$ cat config.mk
export PLATFORM = sky130hd
export DESIGN_NAME = line_follow_pd_steering
export DESIGN_NICKNAME = d
export VERILOG_FILES = /design/src/lfps_pkg.sv /design/src/lfps_div.sv /design/src/lfps_pdmul.sv /design/src/line_follow_pd_steering.sv
export SDC_FILE = /design/constraint.sdc
export NUM_CORES = 2
export LEC_CHECK = 0
export ABC_AREA = 0
export BUFFER_PORTS_ARGS = -buffer_cell sky130_fd_sc_hd__buf_2
export CORE_ASPECT_RATIO = 0.9
export CORE_MARGIN = 1.5
export CORE_UTILIZATION = 45
export DETAILED_ROUTE_END_ITERATION = 7
export PLACE_DENSITY_LB_ADDON = 0.25
export RECOVER_POWER = 100
export SLEW_MARGIN = 20
export SYNTH_ARGS = -nofsm -noshare
export SYNTH_HDL_FRONTEND = slang
export SYNTH_SLANG_ARGS = --single-unit
export TNS_END_PERCENT = 10
$ cat constraint.sdc
create_clock -name clk -period 8.85 [get_ports clk]
set_input_delay 0.885 -clock clk [delete_from_list [all_inputs] [get_ports clk]]
set_output_delay 0.885 -clock clk [all_outputs]
set_load 0.03 [all_outputs]
$ cat src/lfps_pkg.sv
`default_nettype none
package lfps_pkg;

	localparam int GAIN_W     = 12;
	localparam int ERR_W      = 16;
	localparam int DERR_W     = 17;
	localparam int ACC_W      = 30;
	localparam int NUM_W      = 33;
	localparam int CORR_SHIFT = 16;
	localparam int CORR_W     = NUM_W - CORR_SHIFT;
	localparam int DSUM_W     = 19;
	localparam int DUTY_W     = 16;
	localparam int MODE_W     = 2;
	localparam int TURN_W     = 13;
	localparam int LOST_W     = 12;
	localparam int CFG_IDX_W  = 3;
	localparam int CFG_DATA_W = 16;

	localparam int PCT_Q8     = 25600;
	localparam int GAIN_MULT  = 7;
	localparam int PEAK_RESET = 3000;
	localparam int ERR_MAX    = 25600;

	localparam int BASE_SPEED_RST = 2500;
	localparam int KP_GAIN_RST    = 486;
	localparam int KD_GAIN_RST    = 717;
	localparam int TURN_THR_RST   = 500;
	localparam int LOST_THR_RST   = 50;
	localparam int DUTY_LIMIT_RST = 7000;
	localparam int DUTY_FLOOR_RST = 1400;

	typedef enum logic [CFG_IDX_W-1:0] {
		CFG_BASE_SPEED     = 3'd0,
		CFG_KP_GAIN        = 3'd1,
		CFG_KD_GAIN        = 3'd2,
		CFG_TURN_THRESHOLD = 3'd3,
		CFG_LOST_THRESHOLD = 3'd4,
		CFG_DUTY_LIMIT     = 3'd5,
		CFG_DUTY_FLOOR     = 3'd6
	} cfg_reg_t;

	typedef enum logic [MODE_W-1:0] {
		MODE_SHARP = 2'd0,
		MODE_TRACK = 2'd1,
		MODE_LOST  = 2'd2
	} drive_mode_t;

	typedef enum logic [3:0] {
		ST_IDLE,
		ST_NA_GO,
		ST_NA_WAIT,
		ST_NB_GO,
		ST_NB_WAIT,
		ST_ER_SETUP,
		ST_ER_GO,
		ST_ER_WAIT,
		ST_MUL_GO,
		ST_MUL_WAIT,
		ST_SCALE,
		ST_DONE
	} lfps_state_t;

endpackage
`default_nettype wire

$ cat src/lfps_div.sv
`default_nettype none
// Restoring divider, one quotient bit per cycle.
module lfps_div #(
	parameter int DVD_W = 31,
	parameter int DVS_W = 17
) (
	input  logic             clk,
	input  logic             arst_n,
	input  logic             start,
	input  logic [DVD_W-1:0] dividend,
	input  logic [DVS_W-1:0] divisor,
	output logic             done,
	output logic [DVD_W-1:0] quotient
);
	localparam int CNT_W = $clog2(DVD_W + 1);

	logic             busy_q;
	logic             done_q;
	logic [CNT_W-1:0] cnt_q;
	logic [DVS_W-1:0] rem_q;
	logic [DVS_W-1:0] dvs_q;
	logic [DVD_W-1:0] quo_q;
	logic [DVS_W:0]   trial;
	logic             fits;

	assign trial = {rem_q, quo_q[DVD_W-1]};
	assign fits  = trial >= {1'b0, dvs_q};

	always_ff @(posedge clk or negedge arst_n) begin
		if (!arst_n) begin
			busy_q <= 1'b0;
			done_q <= 1'b0;
			cnt_q  <= '0;
		end else begin
			done_q <= 1'b0;
			if (start) begin
				busy_q <= 1'b1;
				cnt_q  <= CNT_W'(DVD_W);
			end else if (busy_q) begin
				cnt_q <= cnt_q - 1'b1;
				if (cnt_q == CNT_W'(1)) begin
					busy_q <= 1'b0;
					done_q <= 1'b1;
				end
			end
		end
	end

	// dividend shifts out the top while quotient bits shift in at the bottom
	always_ff @(posedge clk) begin
		if (start) begin
			rem_q <= '0;
			dvs_q <= divisor;
			quo_q <= dividend;
		end else if (busy_q) begin
			if (fits) begin
				rem_q <= DVS_W'(trial - {1'b0, dvs_q});
			end else begin
				rem_q <= trial[DVS_W-1:0];
			end
			quo_q <= {quo_q[DVD_W-2:0], fits};
		end
	end

	assign done     = done_q;
	assign quotient = quo_q;

	a_no_restart: assert property (@(posedge clk) disable iff (!arst_n)
		start |-> !busy_q)
		else $error("divider started while busy");

	a_load: assert property (@(posedge clk) disable iff (!arst_n)
		start |=> busy_q && cnt_q == CNT_W'(DVD_W))
		else $error("divider did not load");

	a_rem_bound: assert property (@(posedge clk) disable iff (!arst_n)
		(busy_q && dvs_q != '0) |-> rem_q < dvs_q)
		else $error("partial remainder not below divisor");

endmodule
`default_nettype wire

$ cat src/lfps_pdmul.sv
`default_nettype none
// Bit-serial shift-add: err*kp + derr*kd, one gain bit per cycle.
module lfps_pdmul (
	input  logic                                clk,
	input  logic                                arst_n,
	input  logic                                start,
	input  logic signed [lfps_pkg::ERR_W-1:0]   err,
	input  logic signed [lfps_pkg::DERR_W-1:0]  derr,
	input  logic [lfps_pkg::GAIN_W-1:0]         kp,
	input  logic [lfps_pkg::GAIN_W-1:0]         kd,
	output logic                                done,
	output logic signed [lfps_pkg::ACC_W-1:0]   product
);
	import lfps_pkg::*;

	localparam int MCNT_W = $clog2(GAIN_W + 1);

	logic              busy_q;
	logic              done_q;
	logic [MCNT_W-1:0] cnt_q;
	logic [GAIN_W-1:0] kp_q;
	logic [GAIN_W-1:0] kd_q;
	logic signed [ACC_W-1:0] e_q;
	logic signed [ACC_W-1:0] d_q;
	logic signed [ACC_W-1:0] acc_q;
	logic signed [ACC_W-1:0] add_e;
	logic signed [ACC_W-1:0] add_d;

	assign add_e = kp_q[0] ? e_q : '0;
	assign add_d = kd_q[0] ? d_q : '0;

	always_ff @(posedge clk or negedge arst_n) begin
		if (!arst_n) begin
			busy_q <= 1'b0;
			done_q <= 1'b0;
			cnt_q  <= '0;
		end else begin
			done_q <= 1'b0;
			if (start) begin
				busy_q <= 1'b1;
				cnt_q  <= MCNT_W'(GAIN_W);
			end else if (busy_q) begin
				cnt_q <= cnt_q - 1'b1;
				if (cnt_q == MCNT_W'(1)) begin
					busy_q <= 1'b0;
					done_q <= 1'b1;
				end
			end
		end
	end

	always_ff @(posedge clk) begin
		if (start) begin
			e_q   <= ACC_W'(err);
			d_q   <= ACC_W'(derr);
			kp_q  <= kp;
			kd_q  <= kd;
			acc_q <= '0;
		end else if (busy_q) begin
			acc_q <= acc_q + add_e + add_d;
			e_q   <= e_q <<< 1;
			d_q   <= d_q <<< 1;
			kp_q  <= kp_q >> 1;
			kd_q  <= kd_q >> 1;
		end
	end

	assign done    = done_q;
	assign product = acc_q;

endmodule
`default_nettype wire

$ cat src/line_follow_pd_steering.sv
// PD steering for an inductive line follower.
// Sample channel: sample_valid/sample_ready with five raw coil samples and five
// filtered averages. Taken only while the block is idle; sample_ready is high then.
// Duty channel: duty_valid/duty_ready with left_duty, right_duty and drive_mode
// (0 sharp turn, 1 tracking, 2 line lost). One result word per sample word.
// Config channel: cfg_valid/cfg_ready (always ready), cfg_index selects
// base_speed, kp_gain, kd_gain, turn_threshold, lost_threshold, duty_limit,
// duty_floor (0..6); other indexes are ignored. Write only while idle.
// The three bit-serial divides (two normalizations, one difference-over-sum) run
// on the one shared restoring divider, followed by the serial PD multiply; the
// difference-over-sum divide is skipped when both normalized side channels are
// zero. The next sample is taken in the cycle after the result enters the output
// register, even while that word still waits.
// If the receiver stalls, the finished word holds in the output register and
// the next item stops at its last step until the register frees.
// Reset: registers take their documented defaults, channel peaks go to 3000,
// the stored error clears, no word is pending.
`default_nettype none
module line_follow_pd_steering #(
	parameter int SAMPLE_BITS = 12
) (
	input  logic                                clk,
	input  logic                                arst_n,
	input  logic                                sample_valid,
	output logic                                sample_ready,
	input  logic [SAMPLE_BITS-1:0]              raw_far_left,
	input  logic [SAMPLE_BITS-1:0]              raw_inner_left,
	input  logic [SAMPLE_BITS-1:0]              raw_middle,
	input  logic [SAMPLE_BITS-1:0]              raw_inner_right,
	input  logic [SAMPLE_BITS-1:0]              raw_far_right,
	input  logic [SAMPLE_BITS-1:0]              avg_far_left,
	input  logic [SAMPLE_BITS-1:0]              avg_inner_left,
	input  logic [SAMPLE_BITS-1:0]              avg_middle,
	input  logic [SAMPLE_BITS-1:0]              avg_inner_right,
	input  logic [SAMPLE_BITS-1:0]              avg_far_right,
	output logic                                duty_valid,
	input  logic                                duty_ready,
	output logic [lfps_pkg::DUTY_W-1:0]         left_duty,
	output logic [lfps_pkg::DUTY_W-1:0]         right_duty,
	output logic [lfps_pkg::MODE_W-1:0]         drive_mode,
	input  logic                                cfg_valid,
	output logic                                cfg_ready,
	input  logic [lfps_pkg::CFG_IDX_W-1:0]      cfg_index,
	input  logic [lfps_pkg::CFG_DATA_W-1:0]     cfg_data
);
	import lfps_pkg::*;

	localparam int PEAK_W = (SAMPLE_BITS > 12) ? SAMPLE_BITS : 12;
	localparam int TSUM_W = (SAMPLE_BITS + 1 > TURN_W) ? SAMPLE_BITS + 1 : TURN_W;
	localparam int NORM_W = SAMPLE_BITS + 4;
	localparam int DVD_W  = NORM_W + 15;
	localparam int DVS_W  = NORM_W + 1;
	localparam int NCH    = 5;

	// config
	logic [DUTY_W-1:0] base_speed_q;
	logic [GAIN_W-1:0] kp_gain_q;
	logic [GAIN_W-1:0] kd_gain_q;
	logic [TURN_W-1:0] turn_thr_q;
	logic [LOST_W-1:0] lost_thr_q;
	logic [DUTY_W-1:0] duty_limit_q;
	logic [DUTY_W-1:0] duty_floor_q;

	lfps_state_t state_q, state_nx;

	logic [PEAK_W-1:0]      peak_q [NCH];
	logic [PEAK_W-1:0]      peak_nx [NCH];
	logic [SAMPLE_BITS-1:0] raw_v [NCH];

	logic sample_acc;
	logic sharp;
	logic lost;
	logic out_free;

	drive_mode_t            mode_q;
	logic [SAMPLE_BITS-1:0] avg_a_q;
	logic [SAMPLE_BITS-1:0] avg_b_q;
	logic [PEAK_W-1:0]      peak_a_q;
	logic [PEAK_W-1:0]      peak_b_q;
	logic [NORM_W-1:0]      norm_a_q;
	logic [NORM_W-1:0]      norm_b_q;
	logic [DVD_W-1:0]       err_dvd_q;
	logic [DVS_W-1:0]       err_dvs_q;
	logic                   err_neg_q;
	logic signed [ERR_W-1:0]  err_q;
	logic signed [ERR_W-1:0]  prev_err_q;
	logic signed [NUM_W-1:0]  num_q;
	logic signed [CORR_W-1:0] corr_q;

	logic                   norm_zero;
	logic                   norm_neg;
	logic [NORM_W-1:0]      norm_mag;
	logic [ERR_W-1:0]       quot_err;
	logic signed [DERR_W-1:0] derr;
	logic signed [NUM_W-1:0]  num_adj;
	logic signed [DSUM_W-1:0] base_s;
	logic signed [DSUM_W-1:0] corr_s;
	logic signed [DSUM_W-1:0] sum_l;
	logic signed [DSUM_W-1:0] sum_r;
	logic [DUTY_W-1:0]        left_nx;
	logic [DUTY_W-1:0]        right_nx;

	logic              div_start;
	logic              div_done;
	logic [DVD_W-1:0]  div_dividend;
	logic [DVS_W-1:0]  div_divisor;
	logic [DVD_W-1:0]  div_quot;
	logic              mul_start;
	logic              mul_done;
	logic signed [ACC_W-1:0] mul_prod;

	logic              duty_valid_q;
	logic [DUTY_W-1:0] left_duty_q;
	logic [DUTY_W-1:0] right_duty_q;
	drive_mode_t       drive_mode_q;

	function automatic logic [DUTY_W-1:0] sat_top(input logic signed [DSUM_W-1:0] v,
			input logic [DUTY_W-1:0] limit);
		logic signed [DSUM_W-1:0] lim_s;
		lim_s = $signed({{(DSUM_W-DUTY_W){1'b0}}, limit});
		if (v < 0)
			return '0;
		else if (v > lim_s)
			return limit;
		else
			return v[DUTY_W-1:0];
	endfunction

	function automatic logic [DUTY_W-1:0] clamp_db(input logic signed [DSUM_W-1:0] v,
			input logic [DUTY_W-1:0] limit, input logic [DUTY_W-1:0] floor_v);
		logic signed [DSUM_W-1:0] lim_s;
		logic signed [DSUM_W-1:0] flr_s;
		lim_s = $signed({{(DSUM_W-DUTY_W){1'b0}}, limit});
		flr_s = $signed({{(DSUM_W-DUTY_W){1'b0}}, floor_v});
		if (v > lim_s)
			return limit;
		else if (v < flr_s || v < 0)
			return '0;
		else
			return v[DUTY_W-1:0];
	endfunction

	assign cfg_ready  = 1'b1;
	assign sample_acc = sample_valid && sample_ready;
	assign out_free   = !duty_valid_q || duty_ready;

	always_ff @(posedge clk or negedge arst_n) begin
		if (!arst_n) begin
			base_speed_q <= DUTY_W'(BASE_SPEED_RST);
			kp_gain_q    <= GAIN_W'(KP_GAIN_RST);
			kd_gain_q    <= GAIN_W'(KD_GAIN_RST);
			turn_thr_q   <= TURN_W'(TURN_THR_RST);
			lost_thr_q   <= LOST_W'(LOST_THR_RST);
			duty_limit_q <= DUTY_W'(DUTY_LIMIT_RST);
			duty_floor_q <= DUTY_W'(DUTY_FLOOR_RST);
		end else if (cfg_valid && cfg_ready) begin
			unique case (cfg_reg_t'(cfg_index))
				CFG_BASE_SPEED:     base_speed_q <= cfg_data;
				CFG_KP_GAIN:        kp_gain_q    <= cfg_data[GAIN_W-1:0];
				CFG_KD_GAIN:        kd_gain_q    <= cfg_data[GAIN_W-1:0];
				CFG_TURN_THRESHOLD: turn_thr_q   <= cfg_data[TURN_W-1:0];
				CFG_LOST_THRESHOLD: lost_thr_q   <= cfg_data[LOST_W-1:0];
				CFG_DUTY_LIMIT:     duty_limit_q <= cfg_data;
				CFG_DUTY_FLOOR:     duty_floor_q <= cfg_data;
				default: ;
			endcase
		end
	end

	assign raw_v[0] = raw_far_left;
	assign raw_v[1] = raw_inner_left;
	assign raw_v[2] = raw_middle;
	assign raw_v[3] = raw_inner_right;
	assign raw_v[4] = raw_far_right;

	always_comb begin
		for (int i = 0; i < NCH; i++) begin
			peak_nx[i] = (PEAK_W'(raw_v[i]) > peak_q[i]) ? PEAK_W'(raw_v[i]) : peak_q[i];
		end
	end

	assign sharp = (TSUM_W'(raw_inner_left) + TSUM_W'(raw_inner_right)) >= TSUM_W'(turn_thr_q);
	assign lost  = PEAK_W'(raw_middle) < PEAK_W'(lost_thr_q);

	always_ff @(posedge clk or negedge arst_n) begin
		if (!arst_n) begin
			for (int i = 0; i < NCH; i++) begin
				peak_q[i] <= PEAK_W'(PEAK_RESET);
			end
		end else if (sample_acc) begin
			for (int i = 0; i < NCH; i++) begin
				peak_q[i] <= peak_nx[i];
			end
		end
	end

	// error stage helpers
	assign norm_zero = (norm_a_q == '0) && (norm_b_q == '0);
	assign norm_neg  = norm_b_q < norm_a_q;
	assign norm_mag  = norm_neg ? (norm_a_q - norm_b_q) : (norm_b_q - norm_a_q);
	assign quot_err  = div_quot[ERR_W-1:0];
	assign derr      = DERR_W'(err_q) - DERR_W'(prev_err_q);

	// truncate toward zero on the divide by 2^16
	assign num_adj = num_q[NUM_W-1] ? (num_q + NUM_W'((1 << CORR_SHIFT) - 1)) : num_q;

	assign base_s = $signed({{(DSUM_W-DUTY_W){1'b0}}, base_speed_q});
	assign corr_s = DSUM_W'(corr_q);
	assign sum_l  = base_s + corr_s;
	assign sum_r  = base_s - corr_s;

	always_comb begin
		left_nx  = '0;
		right_nx = '0;
		unique case (mode_q)
			MODE_SHARP: begin
				if (err_q > 0)
					left_nx = sat_top(sum_l, duty_limit_q);
				else
					right_nx = sat_top(sum_r, duty_limit_q);
			end
			MODE_TRACK: begin
				left_nx  = clamp_db(sum_l, duty_limit_q, duty_floor_q);
				right_nx = clamp_db(sum_r, duty_limit_q, duty_floor_q);
			end
			MODE_LOST: ;
			default: ;
		endcase
	end

	always_ff @(posedge clk) begin
		if (sample_acc) begin
			mode_q   <= sharp ? MODE_SHARP : (lost ? MODE_LOST : MODE_TRACK);
			avg_a_q  <= sharp ? avg_inner_left : avg_far_left;
			avg_b_q  <= sharp ? avg_inner_right : avg_far_right;
			peak_a_q <= sharp ? peak_nx[1] : peak_nx[0];
			peak_b_q <= sharp ? peak_nx[3] : peak_nx[4];
		end
		if (state_q == ST_NA_WAIT && div_done)
			norm_a_q <= div_quot[NORM_W-1:0];
		if (state_q == ST_NB_WAIT && div_done)
			norm_b_q <= div_quot[NORM_W-1:0];
		if (state_q == ST_ER_SETUP) begin
			err_dvd_q <= DVD_W'(norm_mag) * DVD_W'(PCT_Q8);
			err_dvs_q <= DVS_W'(norm_a_q) + DVS_W'(norm_b_q);
			err_neg_q <= norm_neg;
			if (norm_zero)
				err_q <= '0;
		end
		if (state_q == ST_ER_WAIT && div_done)
			err_q <= err_neg_q ? -$signed(quot_err) : $signed(quot_err);
		if (state_q == ST_MUL_WAIT && mul_done)
			num_q <= NUM_W'(mul_prod) * NUM_W'(GAIN_MULT);
		if (state_q == ST_SCALE)
			corr_q <= num_adj[NUM_W-1:CORR_SHIFT];
		if (state_q == ST_DONE && out_free) begin
			left_duty_q  <= left_nx;
			right_duty_q <= right_nx;
			drive_mode_q <= mode_q;
		end
	end

	always_ff @(posedge clk or negedge arst_n) begin
		if (!arst_n) begin
			state_q      <= ST_IDLE;
			prev_err_q   <= '0;
			duty_valid_q <= 1'b0;
		end else begin
			state_q <= state_nx;
			if (state_q == ST_SCALE)
				prev_err_q <= err_q;
			if (state_q == ST_DONE && out_free)
				duty_valid_q <= 1'b1;
			else if (duty_ready)
				duty_valid_q <= 1'b0;
		end
	end

	always_comb begin
		state_nx = state_q;
		unique case (state_q)
			ST_IDLE:     if (sample_valid) state_nx = ST_NA_GO;
			ST_NA_GO:    state_nx = ST_NA_WAIT;
			ST_NA_WAIT:  if (div_done) state_nx = ST_NB_GO;
			ST_NB_GO:    state_nx = ST_NB_WAIT;
			ST_NB_WAIT:  if (div_done) state_nx = ST_ER_SETUP;
			ST_ER_SETUP: state_nx = norm_zero ? ST_MUL_GO : ST_ER_GO;
			ST_ER_GO:    state_nx = ST_ER_WAIT;
			ST_ER_WAIT:  if (div_done) state_nx = ST_MUL_GO;
			ST_MUL_GO:   state_nx = ST_MUL_WAIT;
			ST_MUL_WAIT: if (mul_done) state_nx = ST_SCALE;
			ST_SCALE:    state_nx = ST_DONE;
			ST_DONE:     if (out_free) state_nx = ST_IDLE;
			default:     state_nx = ST_IDLE;
		endcase
	end

	always_comb begin
		sample_ready = 1'b0;
		div_start    = 1'b0;
		div_dividend = '0;
		div_divisor  = '0;
		mul_start    = 1'b0;
		unique case (state_q)
			ST_IDLE: sample_ready = 1'b1;
			ST_NA_GO: begin
				div_start    = 1'b1;
				div_dividend = DVD_W'(avg_a_q) * DVD_W'(PCT_Q8);
				div_divisor  = DVS_W'(peak_a_q);
			end
			ST_NB_GO: begin
				div_start    = 1'b1;
				div_dividend = DVD_W'(avg_b_q) * DVD_W'(PCT_Q8);
				div_divisor  = DVS_W'(peak_b_q);
			end
			ST_ER_GO: begin
				div_start    = 1'b1;
				div_dividend = err_dvd_q;
				div_divisor  = err_dvs_q;
			end
			ST_MUL_GO: mul_start = 1'b1;
			default: ;
		endcase
	end

	lfps_div #(
		.DVD_W(DVD_W),
		.DVS_W(DVS_W)
	) u_div (
		.clk      (clk),
		.arst_n   (arst_n),
		.start    (div_start),
		.dividend (div_dividend),
		.divisor  (div_divisor),
		.done     (div_done),
		.quotient (div_quot)
	);

	lfps_pdmul u_pdmul (
		.clk     (clk),
		.arst_n  (arst_n),
		.start   (mul_start),
		.err     (err_q),
		.derr    (derr),
		.kp      (kp_gain_q),
		.kd      (kd_gain_q),
		.done    (mul_done),
		.product (mul_prod)
	);

	assign duty_valid = duty_valid_q;
	assign left_duty  = left_duty_q;
	assign right_duty = right_duty_q;
	assign drive_mode = drive_mode_q;

	a_err_range: assert property (@(posedge clk) disable iff (!arst_n)
		(state_q == ST_MUL_GO) |-> (err_q <= ERR_MAX && err_q >= -ERR_MAX))
		else $error("steering error out of range");

	a_lost_stop: assert property (@(posedge clk) disable iff (!arst_n)
		(duty_valid && drive_mode == MODE_LOST) |-> (left_duty == '0 && right_duty == '0))
		else $error("wheels driven with line lost");

	a_duty_limit: assert property (@(posedge clk) disable iff (!arst_n)
		duty_valid |-> (left_duty <= duty_limit_q && right_duty <= duty_limit_q &&
			(drive_mode != MODE_SHARP || left_duty == '0 || right_duty == '0)))
		else $error("duty above limit or both wheels driven in sharp turn");

endmodule
`default_nettype wire

==> impl_metrics.json <==
{
  "yosysTopAreaCell": "edfxtp_1",
  "antenna_cells": 0,
  "seq_area_frac_synth_pct": 39.0,
  "ant_nets": 0,
  "gr-usage-met2_pct": 30.3,
  "dr_total_vias": 29700,
  "critPathMaxFanout": 19,
  "portBuffers": 167,
  "die-area_um2": 93400,
  "clk_latency_ns": 0.61,
  "dp_slack_ns": 1.99,
  "synth.most_common_cell": "inv_1",
  "setup_slack_ns": 1.58,
  "power.density_nw_per_um2": 351,
  "synth_area_leaders": "edfxtp_1 (26%), ha_1 (15%), dfrtp_1 (6.8%)",
  "grt_pass1_vias": 28400,
  "nets": 4998,
  "finalSetupViolations": 0,
  "p_leak_nw": 20.8,
  "final_layout_size_suffix_gt1_share_pct": 11.2,
  "synth_commonest_cells": "inv_1 (584), ha_1 (483), nand2_1 (419)",
  "met1_usage_pct": 31.4,
  "drc": 0,
  "period_needed_ns": 7.27,
  "post-dp-hpwl_mm": 72.4,
  "yosysWarnings": 0,
  "max_freq_ghz": 0.138,
  "power_mw": 15.9,
  "rows": 105,
  "io_pins": 181,
  "crit_type": "reg -> reg",
  "cts.sinks": 578,
  "critical_path.max_stage_delay_ns": 0.65,
  "post_cts_buffers": 0,
  "die_x_um": 322,
  "cts_tree": "built",
  "ir_drop_mv": 0.210,
  "routed_wl_mm": 95.6,
  "grt_remaining_overflow": 0,
  "maxCapViolations": 22,
  "postSynthCellCount": 4145,
  "synthArstFlopShare_pct": 31.0,
  "synth_edf_count": 352,
  "period_share_pct": 82.2,
  "met3_usage_pct": 2.67,
  "synth_nets": 4863,
  "dr.pass1.iters": 8,
  "worst-path-buf-inv": 4,
  "hold_viol_final": 0,
  "failed_checks": "capacitance limit, slew limit",
  "hold_buffers": 0,
  "fill_cells": 8412,
  "yosys.area.top_type_share_pct": 25.6,
  "cp_data_arrival_time_ns": 7.61,
  "start_util_pct": 45.3,
  "synth_ff_type": "edfxtp_1",
  "drv_slew": 862,
  "crit_chain": "inv_1 -> ha_1 -> a21o_1 -> o21bai_1 -> o21ai_0 -> a31oi_1 -> o41ai_1 -> buf_4 -> mux2_1 -> o21ai_0 -> xnor2_1 -> ha_1 -> ha_1 -> inv_1 -> fa_1 -> inv_1 -> ha_1 -> and2_0 -> a31o_2 -> a41o_1 -> o41ai_1 -> o211ai_1 -> a21oi_1 -> xnor2_1",
  "grt_first_pass_wirelength_mm": 154,
  "synth_area_um2": 41200,
  "cp-start-kind": "flop",
  "rsz0062_at_grt": "false",
  "crit_top_cell": "ha_1",
  "grt_max_degree": 72,
  "avgSynthCellArea_um2": 9.95,
  "maxSlewHeadroom_pct": -145,
  "cts_buffers": 70,
  "status": "complete, but fails checks",
  "clock-skew-final_ns": 0.0220,
  "fin_hold_ws_ns": 0.485,
  "ctsRootBufferMaster": "clkbuf_16",
  "post_cts_resized": 0,
  "place_congestion": 0.888,
  "vias_per_cell": 5.34,
  "slowest_stage": "o41ai_1",
  "synth_cell_type_count": 97,
  "critical-path-top-delay-family": "compound AO/OA/AOI/OAI gates",
  "clk_path_buf_depth": 3,
  "max_slew.worst_pin.slew_ns": 3.67,
  "crit_path_end_kind": "flop",
  "synth_seq_cells": 578,
  "required_ns": 9.19,
  "drt_iter0_markers": 2211,
  "die_h_um": 290,
  "antenna_found_initial": 1,
  "hold_path_class": "reg -> reg",
  "postPlaceCellArea_um2": 43400,
  "setup_tns_ns": 0,
  "routedWlPerCell_um": 17.2,
  "track_usage_pct": 20.4,
  "core-area_um2": 90900,
  "htree_levels": 3,
  "busiest_layer": "met1",
  "design_area_um2": 45500,
  "clk_pin_slew_ns": 0.06,
  "syn_to_final_growth_pct": 10.3
}
## per-stage QoR
step	instances	utilization [%]
3_3_place_gp	5437	47.7
3_5_place_dp	5437	47.7
6_report	5566	50.0
5_1_grt	5566	50.0
2_1_floorplan	4145	-
4_1_cts	5565	50.3
## worst reg2reg max path, stage by stage (launching register included)
cell and delay [ns]:
edfxtp_1 0.40, inv_1 0.06, ha_1 0.47, a21o_1 0.24
o21bai_1 0.16, o21ai_0 0.40, a31oi_1 0.17, o41ai_1 0.38
buf_4 0.37, mux2_1 0.45, o21ai_0 0.39, xnor2_1 0.23
ha_1 0.29, ha_1 0.28, inv_1 0.05, fa_1 0.50
inv_1 0.04, ha_1 0.35, and2_0 0.20, a31o_2 0.21
a41o_1 0.22, o41ai_1 0.65, o211ai_1 0.22, a21oi_1 0.21
xnor2_1 0.09
## registers in the layout, indices dropped and copies added (netlist names), 20 cells and up
| signal | count |
|---|---|
| u_div.quotient | 31 |
| err_dvd_q | 20 |
| u_pdmul.d_q | 30 |
| u_pdmul.e_q | 30 |
| u_pdmul.product | 30 |
| peak_q | 48 |
| num_q | 33 |
## layout make-up
type                       count  area (µm²)  area share, %
multi-input combinational   2846       22400           49.2
tap                         1230        1540           3.39
sequential                   578       16100           35.4
clock buffer                  83        1900           4.19
inverter                     589        2210           4.87
timing repair buffer         195         922           2.03
clock inverter                45         439          0.966
## layer usage
layer,vias up,part of all wire (%),wire [µm]
li1,14700,-,-
met1,14200,51,48400
met2,676,42,40100
met3,117,5.1,4860
met4,0,2.3,2180
met5,-,0,0
## report_power, final
part,internal [mW],switching [mW]
Combinational,3.63,4.99
Sequential,3.97,0.427
Clock,1.75,1.18
## path summary, 6_finish.rpt
check	start	endpoint	slack, ns	cells past startpoint
max	norm_a_q[7]	err_dvd_q[29]	1.58	24
min	u_div.rem_q[1]	u_div.rem_q[1]	0.49	2
max reg2reg	norm_a_q[7]	err_dvd_q[29]	1.58	24
min reg2reg	u_div.rem_q[1]	u_div.rem_q[1]	0.49	2
max in group asynchronous	arst_n	duty_limit_q[13]	2.86	2
min in group asynchronous	arst_n	peak_q[50]	1.30	1
## cell usage in the layout (no fill, tap or decap), types with 30 or more instances in the layout
cell         n
a211oi_1    30
a21o_1      83
a21oi_1    222
buf_2      127
clkbuf_1    65
clkbuf_16   73
dfrtp_1    112
dfstp_2     67
dfxtp_1     47
edfxtp_1   352
fa_1        91
ha_1       483
inv_1      583
mux2_2     130
mux2i_1    110
nand2_1    419
nand2b_1    41
nand3_1     68
nand4_1     34
nor2_1     186
nor2b_1     32
nor3_1      50
o21a_1      30
o21ai_0    196
o21bai_1    40
or3_1       32
xnor2_1    146
xor2_1      71
## cell families (layout without fill, tap and decap cells)
family | Yosys count | after routing | synth area share [%]
AND/OR/NAND/NOR | 988 | 988 | 11.1
AO/OA/AOI/OAI | 819 | 819 | 13.0
buffers and inverters | 721 | 912 | 6.74
flip-flops | 578 | 578 | 39.0
adder cells (fa/ha/maj) | 574 | 574 | 19.1
multiplexers | 247 | 247 | 6.41
XOR/XNOR | 217 | 217 | 4.61
other | 1 | 1 | 0.00910
(Power assumes the default switching activity.)
